==> config.mk <==
export PLATFORM = sky130hd
export DESIGN_NAME = banded_pair_rle_decoder_top
export DESIGN_NICKNAME = d
export VERILOG_FILES = /design/src/design/bprd_pkg.sv /design/src/design/banded_pair_rle_decoder_top.sv
export VERILOG_INCLUDE_DIRS = /design/src /design/src/design
export SDC_FILE = /design/constraint.sdc
export NUM_CORES = 1
export LEC_CHECK = 0
export ABC_AREA = 1
export BUFFER_PORTS_ARGS = -buffer_cell sky130_fd_sc_hd__clkbuf_2
export CORE_MARGIN = 2
export CORE_UTILIZATION = 50
export CTS_BUF_LIST = sky130_fd_sc_hd__clkbuf_4 sky130_fd_sc_hd__clkbuf_8
export CTS_CLUSTER_DIAMETER = 80
export DETAILED_ROUTE_END_ITERATION = 8
export PLACE_DENSITY = 0.68
export SLEW_MARGIN = 10
export SYNTH_ARGS = -nofsm -noshare
export SYNTH_HDL_FRONTEND = slang
export SYNTH_SLANG_ARGS = --single-unit
==> constraint.sdc <==
create_clock -name clock -period 10.3 [get_ports clock]
set_input_delay 2.06 -clock clock [delete_from_list [all_inputs] [get_ports clock]]
set_output_delay 2.06 -clock clock [all_outputs]
set_load 0.03 [all_outputs]
==> src/design/banded_pair_rle_decoder_top_defines.svh <==
// Assertion helpers for the banded pair RLE decoder.
`ifndef BANDED_PAIR_RLE_DECODER_TOP_DEFINES_SVH
`define BANDED_PAIR_RLE_DECODER_TOP_DEFINES_SVH

`ifndef SYNTHESIS
`define BPRD_ASSERT(label, clk, rst, prop) \
   label: assert property (@(posedge clk) disable iff (rst) prop) \
      else $error("bprd assertion failed");
`define BPRD_ASSERT_NEVER(label, clk, rst, expr) \
   label: assert property (@(posedge clk) disable iff (rst) !(expr)) \
      else $error("bprd assertion failed");
`else
`define BPRD_ASSERT(label, clk, rst, prop)
`define BPRD_ASSERT_NEVER(label, clk, rst, expr)
`endif

`endif

==> src/design/bprd_pkg.sv <==
package bprd_pkg;

   typedef enum logic [2:0] {
      PH_BAND_START = 3'd0,
      PH_LITERAL    = 3'd1,
      PH_COUNT1     = 3'd2,
      PH_COUNT2     = 3'd3,
      PH_AFTER_RUN  = 3'd4
   } phase_type;

   typedef enum logic [1:0] {
      ST_OK        = 2'd0,
      ST_BEYOND    = 2'd1,
      ST_EARLY_END = 2'd2
   } status_type;

   localparam logic REG_OUTPUT_SIZE = 1'b0;
   localparam logic REG_BAND_COUNT  = 1'b1;

   localparam int unsigned SIZE_W  = 25;
   localparam int unsigned INDEX_W = 24;
   localparam int unsigned LEN_W   = 16;
   localparam int unsigned DIV_STEPS = 25;

   localparam logic [7:0]       LONG_COUNT_BIT = 8'h80;
   localparam logic [LEN_W-1:0] LONG_COUNT_BIAS = 16'h0080;

endpackage

==> src/design/banded_pair_rle_decoder_top.sv <==
// Banded pair RLE decoder.
// Input channel req_*: one compressed byte per transfer, req_stream_end marks
// the last byte. Result channel rsp_*: one strided run descriptor (or a
// status-only descriptor) per transfer; at most one result per input byte.
// Configuration over the APB-style port: output_size at 0x0, band_count at 0x4.
// Every write to either register starts a restoring division, by the band
// count, of the output bytes from the current band's first position on;
// quotient and remainder give the band's length and step down as bands
// advance. req_ready stays low while the division is pending or running.
// Throughput: one byte per cycle while no division runs and results are
// taken. The input byte is decoded when the result register is free or taken.
// An input register and a result register separate the two sides, so a byte
// is taken while a finished result waits; when rsp_ready stays low the
// input register fills and req_ready drops until the result is taken.
// After reset no division runs (size 0, one band) and decoding starts at
// band 0. Once the image is done or decoding failed, further bytes are
// consumed without results until the next reset.
`include "banded_pair_rle_decoder_top_defines.svh"

module banded_pair_rle_decoder_top
   import bprd_pkg::*;
#(
   parameter longint unsigned MAX_OUTPUT_SIZE = 16777216
) (
   input  logic               clock,
   input  logic               reset,

   input  logic               req_valid,
   output logic               req_ready,
   input  logic [7:0]         req_data_byte,
   input  logic               req_stream_end,

   output logic               rsp_valid,
   input  logic               rsp_ready,
   output logic [INDEX_W-1:0] rsp_out_index,
   output logic [7:0]         rsp_out_value,
   output logic [LEN_W-1:0]   rsp_run_length,
   output logic               rsp_image_done,
   output logic [1:0]         rsp_status,

   input  logic               psel,
   input  logic               penable,
   input  logic               pwrite,
   input  logic [2:0]         paddr,
   input  logic [31:0]        pwdata,
   output logic [31:0]        prdata,
   output logic               pready
);

   localparam longint unsigned SIZE_MAX_VAL = (64'd1 << SIZE_W) - 64'd1;
   localparam logic [SIZE_W-1:0] SIZE_CAP =
      (MAX_OUTPUT_SIZE > SIZE_MAX_VAL) ? SIZE_W'(SIZE_MAX_VAL) : SIZE_W'(MAX_OUTPUT_SIZE);

   // configuration
   logic [SIZE_W-1:0] output_size_ff;
   logic [7:0]        band_count_ff;
   logic              csr_write;
   logic              csr_index;

   assign pready    = 1'b1;
   assign csr_index = paddr[2];
   assign csr_write = psel && penable && pwrite && pready;

   always_comb begin
      case (csr_index)
         REG_OUTPUT_SIZE: prdata = 32'(output_size_ff);
         REG_BAND_COUNT:  prdata = 32'(band_count_ff);
         default:         prdata = '0;
      endcase
   end

   always_ff @(posedge clock) begin
      if (reset) begin
         output_size_ff <= '0;
         band_count_ff  <= 8'd1;
      end else if (csr_write) begin
         case (csr_index)
            REG_OUTPUT_SIZE: output_size_ff <= pwdata[SIZE_W-1:0];
            REG_BAND_COUNT:  band_count_ff  <= pwdata[7:0];
            default: ;
         endcase
      end
   end

   logic [7:0]        bands;
   logic [SIZE_W-1:0] size_sat;

   assign bands    = (band_count_ff == 8'd0) ? 8'd1 : band_count_ff;
   assign size_sat = (output_size_ff > SIZE_CAP) ? SIZE_CAP : output_size_ff;

   // (size - 1 - band index) / bands, one quotient bit per cycle
   logic              div_pend_ff;
   logic [4:0]        div_cnt_ff;
   logic [SIZE_W-1:0] quo_ff;
   logic [7:0]        rem_ff;
   logic              beyond_ff;
   logic [SIZE_W-1:0] size_left;
   logic [8:0]        rem_shift;
   logic              rem_ge;
   logic              div_busy;

   assign div_busy  = div_pend_ff || (div_cnt_ff != 5'd0);
   assign rem_shift = {rem_ff, quo_ff[SIZE_W-1]};
   assign rem_ge    = (rem_shift >= {1'b0, bands});

   // input register
   logic       in_valid_ff;
   logic [7:0] in_byte_ff;
   logic       in_end_ff;
   logic       advance;
   logic       rsp_valid_ff;

   assign advance   = in_valid_ff && (!rsp_valid_ff || rsp_ready);
   assign req_ready = !div_busy && (!in_valid_ff || advance);

   always_ff @(posedge clock) begin
      if (reset) begin
         in_valid_ff <= 1'b0;
      end else if (req_ready) begin
         in_valid_ff <= req_valid;
      end else if (advance) begin
         in_valid_ff <= 1'b0;
      end
   end

   always_ff @(posedge clock) begin
      if (req_valid && req_ready) begin
         in_byte_ff <= req_data_byte;
         in_end_ff  <= req_stream_end;
      end
   end

   // decode state
   phase_type         phase_ff, phase_in;
   logic [7:0]        band_index_ff, band_index_in;
   logic [SIZE_W-1:0] wp_ff, wp_in;
   logic [SIZE_W-1:0] room_ff, room_in;
   logic [7:0]        prev_ff, prev_in;
   logic [6:0]        count_high_ff, count_high_in;
   logic              finished_ff, finished_in;
   logic              failed_ff, failed_in;

   logic               res_have;
   logic [SIZE_W-1:0]  res_index;
   logic [7:0]         res_value;
   logic [LEN_W-1:0]   res_len;
   status_type         res_status;
   logic               res_valid;

   logic [SIZE_W-1:0] room_start;
   logic [SIZE_W-1:0] room_dec;
   logic [SIZE_W-1:0] wp_step;
   logic [LEN_W-1:0]  run_n;
   logic [LEN_W-1:0]  run_len;
   logic [SIZE_W-1:0] room_after;
   logic [23:0]       run_span;
   logic              is_run;
   logic              band_end;

   assign room_start = beyond_ff ? '0 : quo_ff + SIZE_W'(1);
   assign room_dec   = room_ff - SIZE_W'(1);
   assign wp_step    = wp_ff + SIZE_W'(bands);
   assign run_n      = (phase_ff == PH_COUNT2) ?
                       LEN_W'({count_high_ff, in_byte_ff}) + LONG_COUNT_BIAS :
                       LEN_W'(in_byte_ff);
   assign run_len    = (SIZE_W'(run_n) < room_ff) ? run_n : room_ff[LEN_W-1:0];
   assign room_after = room_ff - SIZE_W'(run_len);
   assign run_span   = 24'(run_len) * 24'(bands);

   always_comb begin
      phase_in      = phase_ff;
      band_index_in = band_index_ff;
      wp_in         = wp_ff;
      room_in       = room_ff;
      prev_in       = prev_ff;
      count_high_in = count_high_ff;
      finished_in   = finished_ff;
      failed_in     = failed_ff;
      res_have      = 1'b0;
      res_index     = '0;
      res_value     = '0;
      res_len       = '0;
      res_status    = ST_OK;
      is_run        = 1'b0;
      band_end      = 1'b0;

      case (phase_ff)
         PH_BAND_START: begin
            wp_in = SIZE_W'(band_index_ff);
            if (room_start == '0) begin
               failed_in  = 1'b1;
               res_status = ST_BEYOND;
            end else begin
               res_have  = 1'b1;
               res_index = SIZE_W'(band_index_ff);
               res_value = in_byte_ff;
               res_len   = LEN_W'(1);
               prev_in   = in_byte_ff;
               wp_in     = SIZE_W'(band_index_ff) + SIZE_W'(bands);
               room_in   = room_start - SIZE_W'(1);
               if (room_start == SIZE_W'(1)) begin
                  band_end = 1'b1;
               end else begin
                  phase_in = PH_LITERAL;
               end
            end
         end
         PH_LITERAL: begin
            res_have  = 1'b1;
            res_index = wp_ff;
            res_value = in_byte_ff;
            res_len   = LEN_W'(1);
            wp_in     = wp_step;
            room_in   = room_dec;
            if (in_byte_ff == prev_ff) begin
               phase_in = PH_COUNT1;
            end else begin
               prev_in = in_byte_ff;
               if (room_dec == '0) begin
                  band_end = 1'b1;
               end
            end
         end
         PH_COUNT1: begin
            if (in_byte_ff < LONG_COUNT_BIT) begin
               is_run = 1'b1;
            end else begin
               count_high_in = in_byte_ff[6:0];
               phase_in      = PH_COUNT2;
            end
         end
         PH_COUNT2: begin
            is_run = 1'b1;
         end
         PH_AFTER_RUN: begin
            res_have  = 1'b1;
            res_index = wp_ff;
            res_value = in_byte_ff;
            res_len   = LEN_W'(1);
            wp_in     = wp_step;
            room_in   = room_dec;
            prev_in   = in_byte_ff;
            if (room_dec == '0) begin
               band_end = 1'b1;
            end else begin
               phase_in = PH_LITERAL;
            end
         end
         default: ;
      endcase

      if (is_run) begin
         if (run_len != '0) begin
            res_have  = 1'b1;
            res_index = wp_ff;
            res_value = prev_ff;
            res_len   = run_len;
         end
         wp_in   = SIZE_W'(wp_ff + SIZE_W'(run_span));
         room_in = room_after;
         if (room_after == '0) begin
            band_end = 1'b1;
         end else begin
            phase_in = PH_AFTER_RUN;
         end
      end

      if (band_end) begin
         band_index_in = band_index_ff + 8'd1;
         if ((band_index_ff + 8'd1) >= bands) begin
            finished_in = 1'b1;
         end else begin
            phase_in = PH_BAND_START;
         end
      end

      if (!failed_in && !finished_in && in_end_ff) begin
         failed_in  = 1'b1;
         res_status = ST_EARLY_END;
      end

      res_valid = res_have || (res_status != ST_OK) || finished_in;
   end

   logic active;

   assign active = advance && !finished_ff && !failed_ff;

   always_ff @(posedge clock) begin
      if (reset) begin
         phase_ff      <= PH_BAND_START;
         band_index_ff <= '0;
         wp_ff         <= '0;
         room_ff       <= '0;
         prev_ff       <= '0;
         count_high_ff <= '0;
         finished_ff   <= 1'b0;
         failed_ff     <= 1'b0;
      end else if (active) begin
         phase_ff      <= phase_in;
         band_index_ff <= band_index_in;
         wp_ff         <= wp_in;
         room_ff       <= room_in;
         prev_ff       <= prev_in;
         count_high_ff <= count_high_in;
         finished_ff   <= finished_in;
         failed_ff     <= failed_in;
      end
   end

   // quotient and remainder track the current band; one position less per band
   assign size_left = size_sat - SIZE_W'(band_index_ff) - SIZE_W'(1);

   always_ff @(posedge clock) begin
      if (reset) begin
         div_pend_ff <= 1'b0;
         div_cnt_ff  <= '0;
         quo_ff      <= '0;
         rem_ff      <= '0;
         beyond_ff   <= 1'b1;
      end else begin
         div_pend_ff <= csr_write;
         if (div_pend_ff) begin
            div_cnt_ff <= 5'(DIV_STEPS);
            beyond_ff  <= (size_sat <= SIZE_W'(band_index_ff));
            quo_ff     <= (size_sat <= SIZE_W'(band_index_ff)) ? '0 : size_left;
            rem_ff     <= '0;
         end else if (div_cnt_ff != 5'd0) begin
            div_cnt_ff <= div_cnt_ff - 5'd1;
            quo_ff     <= {quo_ff[SIZE_W-2:0], rem_ge};
            rem_ff     <= rem_ge ? 8'(rem_shift - {1'b0, bands}) : rem_shift[7:0];
         end else if (active && band_end) begin
            if (rem_ff != 8'd0) begin
               rem_ff <= rem_ff - 8'd1;
            end else if (quo_ff != '0) begin
               quo_ff <= quo_ff - SIZE_W'(1);
               rem_ff <= bands - 8'd1;
            end else begin
               beyond_ff <= 1'b1;
            end
         end
      end
   end

   // result register
   logic [INDEX_W-1:0] rsp_index_ff;
   logic [7:0]         rsp_value_ff;
   logic [LEN_W-1:0]   rsp_len_ff;
   logic               rsp_done_ff;
   status_type         rsp_status_ff;

   always_ff @(posedge clock) begin
      if (reset) begin
         rsp_valid_ff <= 1'b0;
      end else if (active && res_valid) begin
         rsp_valid_ff <= 1'b1;
      end else if (rsp_ready) begin
         rsp_valid_ff <= 1'b0;
      end
   end

   always_ff @(posedge clock) begin
      if (active && res_valid) begin
         rsp_index_ff  <= res_index[INDEX_W-1:0];
         rsp_value_ff  <= res_value;
         rsp_len_ff    <= res_len;
         rsp_done_ff   <= finished_in;
         rsp_status_ff <= res_status;
      end
   end

   assign rsp_valid      = rsp_valid_ff;
   assign rsp_out_index  = rsp_index_ff;
   assign rsp_out_value  = rsp_value_ff;
   assign rsp_run_length = rsp_len_ff;
   assign rsp_image_done = rsp_done_ff;
   assign rsp_status     = rsp_status_ff;

   `BPRD_ASSERT(a_beyond_no_run, clock, reset,
      rsp_valid && (rsp_status == ST_BEYOND) |-> rsp_run_length == '0)
   `BPRD_ASSERT(a_done_is_ok, clock, reset,
      rsp_valid && rsp_image_done |-> rsp_status == ST_OK)
   `BPRD_ASSERT(a_quiet_after_stop, clock, reset,
      (finished_ff || failed_ff) && !rsp_valid_ff |=> !rsp_valid_ff)
   `BPRD_ASSERT_NEVER(a_room_in_band, clock, reset,
      !finished_ff && !failed_ff && room_ff == '0 &&
      (phase_ff == PH_LITERAL || phase_ff == PH_AFTER_RUN))

endmodule
==> metrics.txt <==
Post-synth EDFFs 60; share of the yosys chip area belonging to registers 0.229; Hold Crit Depth 1; CP max stage cell o21ai_0; leak pwr 10.9 nW; placed cell area 22100 um^2; drt wl/cell 18.2 um; Nets around 3500; Max Root-Sink Buffers 3; total number of vias approximately 21000; Post-DP HPWL 52.5 mm; Layout Skew 35.1 ps; Clk pwr share 0.160; post-CTS resize count 0; largest net degree at the start of global routing 78; Crit. End Element flop; Period minus WS final approximately 9000 ps; fraction of layout cells with a size suffix above 1 0.0916; GR Layer Usage met1 0.413; Distinct cells, synth 63; met3 Track Usage GR 0.0503; Die Width 210 um; IO Port Bufs 119; CP Launch Type flop; Setup-failing EPs final 0; Sequential Power Share 0.198; remaining antenna violation count 0; Syn Inst Count 3120; CP required 10830 ps; Total Wirelength between 60 and 70 mm; hold_buf cts 0; DRC errors left 0; Slew @ Worst Pin roughly 1200 ps; Syn Std Cell Area 21100 um^2; die height 210 um; Clock Pin Slew Worst Setup and Hold Paths around 60 ps; VDD IR max between 100 and 150 uV; Die ar. approximately 44000 um^2; Power Dens Cells about 260 nW/um^2; initial antenna violation count 0; DR vias/cell 5.65; Synth top area share 0.144; CP Max Fanout 26; clock tree from TritonCTS yes; # fillers 4154; ys async rst share 0; TritonCTS buffer count 41; final period utilization 0.874; largest cells by area after synthesis dfxtp_1 (14%), fa_1 (10%), inv_1 (9.2%), nand2_1 (8.9%), edfxtp_1 (8.5%); most frequent cells in the layout inv_1 (520), nand2_1 (499), nor2_1 (402); Register-to-Register Path Depth 42; post-synthesis area per instance 6.78 um^2; multi-input logic area 13700 um^2; min-delay worst type flop to flop; Crit Path Category flop to flop; Clock Sinks ~210; max_slew headroom 0.178; RSZ-0062 raised after global routing no; vias in the first global route 20350; status finished, final reports clean; Fmax achieved 0.111 GHz; Max Cap Viol 0; Synth Warn # 0; Rows 75; Post-synth top flop dfxtp_1; Synth Register Bits 212; Setup TNS 0 ps; switching share of power 0.543; buffers plus inverters on the worst setup path 7; total grt overflow 0; clock root cell clkbuf_8; sequential cell area 4840 um^2; H-tree levels 2; Post-CTS Setup Inserts 0; Crit. path cell count 42; Final Hold Viols 0; internal power roughly 2.7 mW; most common cell after layout, fill and taps aside inv_1; GRT Max-Usage Layer met2; M2 GR Usage 0.502; drt pass-1 iters 6; Comb pwr share 0.642; core area 41900 um^2; Final Instance Area 22900 um^2; routability cong. 0.960; fin. max-slew vios 0; slowest stage delay, CP 940 ps; net load switching power 3.21 mW; CP delay by family, top adder cells; P&R area growth vs syn 8.52%; Initial DRC Count between 1500 and 2000; I/O Pins 137; CP most frequent cell nand2_1; Synth area leader dfxtp_1; global-route wire length before repair 108 mm; Starting Density 0.505; Tot GR Track Use 0.312; clk_lat worst skew around 630 ps; Inserted Diodes 0; CP arrival 9520 ps
[cells by family after synthesis]
family          after synthesis  synth area share
xor+xnor                    101            0.0418
buf+inv                     662             0.123
other cells                   2          0.000355
fa+ha+maj                   222             0.170
compound gates              648             0.169
simple gates               1273             0.266
flops                       212             0.229
[power groups by stage]
stage / Sequential (mW) / Clock, mW / Combinational [mW]
finish: 1.17 / 0.945 / 3.79
global route: 1.19 / 0.989 / 4.25
CTS: 1.17 / 0.956 / 3.75
detailed placement: 1.18 / 0 / 3.73
global placement: 1.18 / 0 / 3.68
floorplan: 1.18 / 0 / 2.71
[per-layer routing]
metal | vias up | part of all wire | wire length [um]
met1 | 9872 | 0.42 | 29000
met3 | 153 | 0.080 | 5490
met2 | 871 | 0.45 | 30900
met4 | 0 | 0.044 | 3050
met5 | - | 0 | 0
li1 | 10328 | - | -
[Yosys cell counts (18+ instances only)]
library cell and count:
edfxtp_1 60, o221ai_1 24, xnor2_1 32, nand2_2 18, xor2_1 69, inv_1 521
nand4_1 74, nor2_1 404, nand3_1 144, a21oi_1 257, nor3_1 56, dfxtp_1 152
ha_1 112, clkbuf_1 83, a31oi_1 28, o21ai_0 257, fa_1 110, nand2_1 500
[sequential cells by signal (all words and copies together) (netlist names), 2 cells and up]
register        flops
quo_ff             25
rsp_out_index      24
rsp_status          2
wp_ff              24
band_count_ff       8
output_size_ff     25
rsp_out_value       8
rsp_run_length     16
count_high_ff       7
div_cnt_ff          5
in_byte_ff          8
band_index_ff       8
phase_ff            3
prev_ff             8
room_ff            25
rem_ff              8
[worst register-to-register path: cells and delay by family, from the launching register on]
kind	cells	cell delay, ps
AOI/OAI and AO/OA	9	2340
xor gates and xnor gates	1	130
adders and majority gates	7	2690
buffers and inverters	7	830
DFF	1	540
and+or+nand+nor	18	2400
[final cells by class]
cell class / instances / share of cell area
Clock buffer: 57 / 0.0315
Clock inverter: 14 / 0.00682
Inverter: 542 / 0.0887
Multi-Input combinational cell: 2252 / 0.599
Sequential cell: 212 / 0.211
Tap cell: 539 / 0.0294
Timing Repair Buffer: 143 / 0.0338
[path summary, 6_finish.rpt]
path,slack [ps],to,start
worst min register to register,480,div_cnt_ff[0]$_SDFFE_PP0N_,div_cnt_ff[0]$_SDFFE_PP0N_
worst min-delay path,480,div_cnt_ff[0]$_SDFFE_PP0N_,div_cnt_ff[0]$_SDFFE_PP0N_
worst max register to register,1300,wp_ff[23]$_SDFFE_PP0P_,in_byte_ff[7]$_DFFE_PP_
worst max-delay path,1300,wp_ff[23]$_SDFFE_PP0P_,in_byte_ff[7]$_DFFE_PP_
[per-stage QoR]
step	power [mW]	utilization	hold slack [ps]	setup WS [ps]	std cells
after floorplan	3.90	-	443	3170	3126
after global placement	4.86	0.527	460	1580	3688
after detailed placement	4.91	0.527	467	1440	3688
after CTS	5.87	0.548	477	1390	3759
after global routing	6.42	0.548	503	473	3759
final	5.91	0.548	480	1300	3759
No activity file was read; power rests on OpenSTA's default activity.
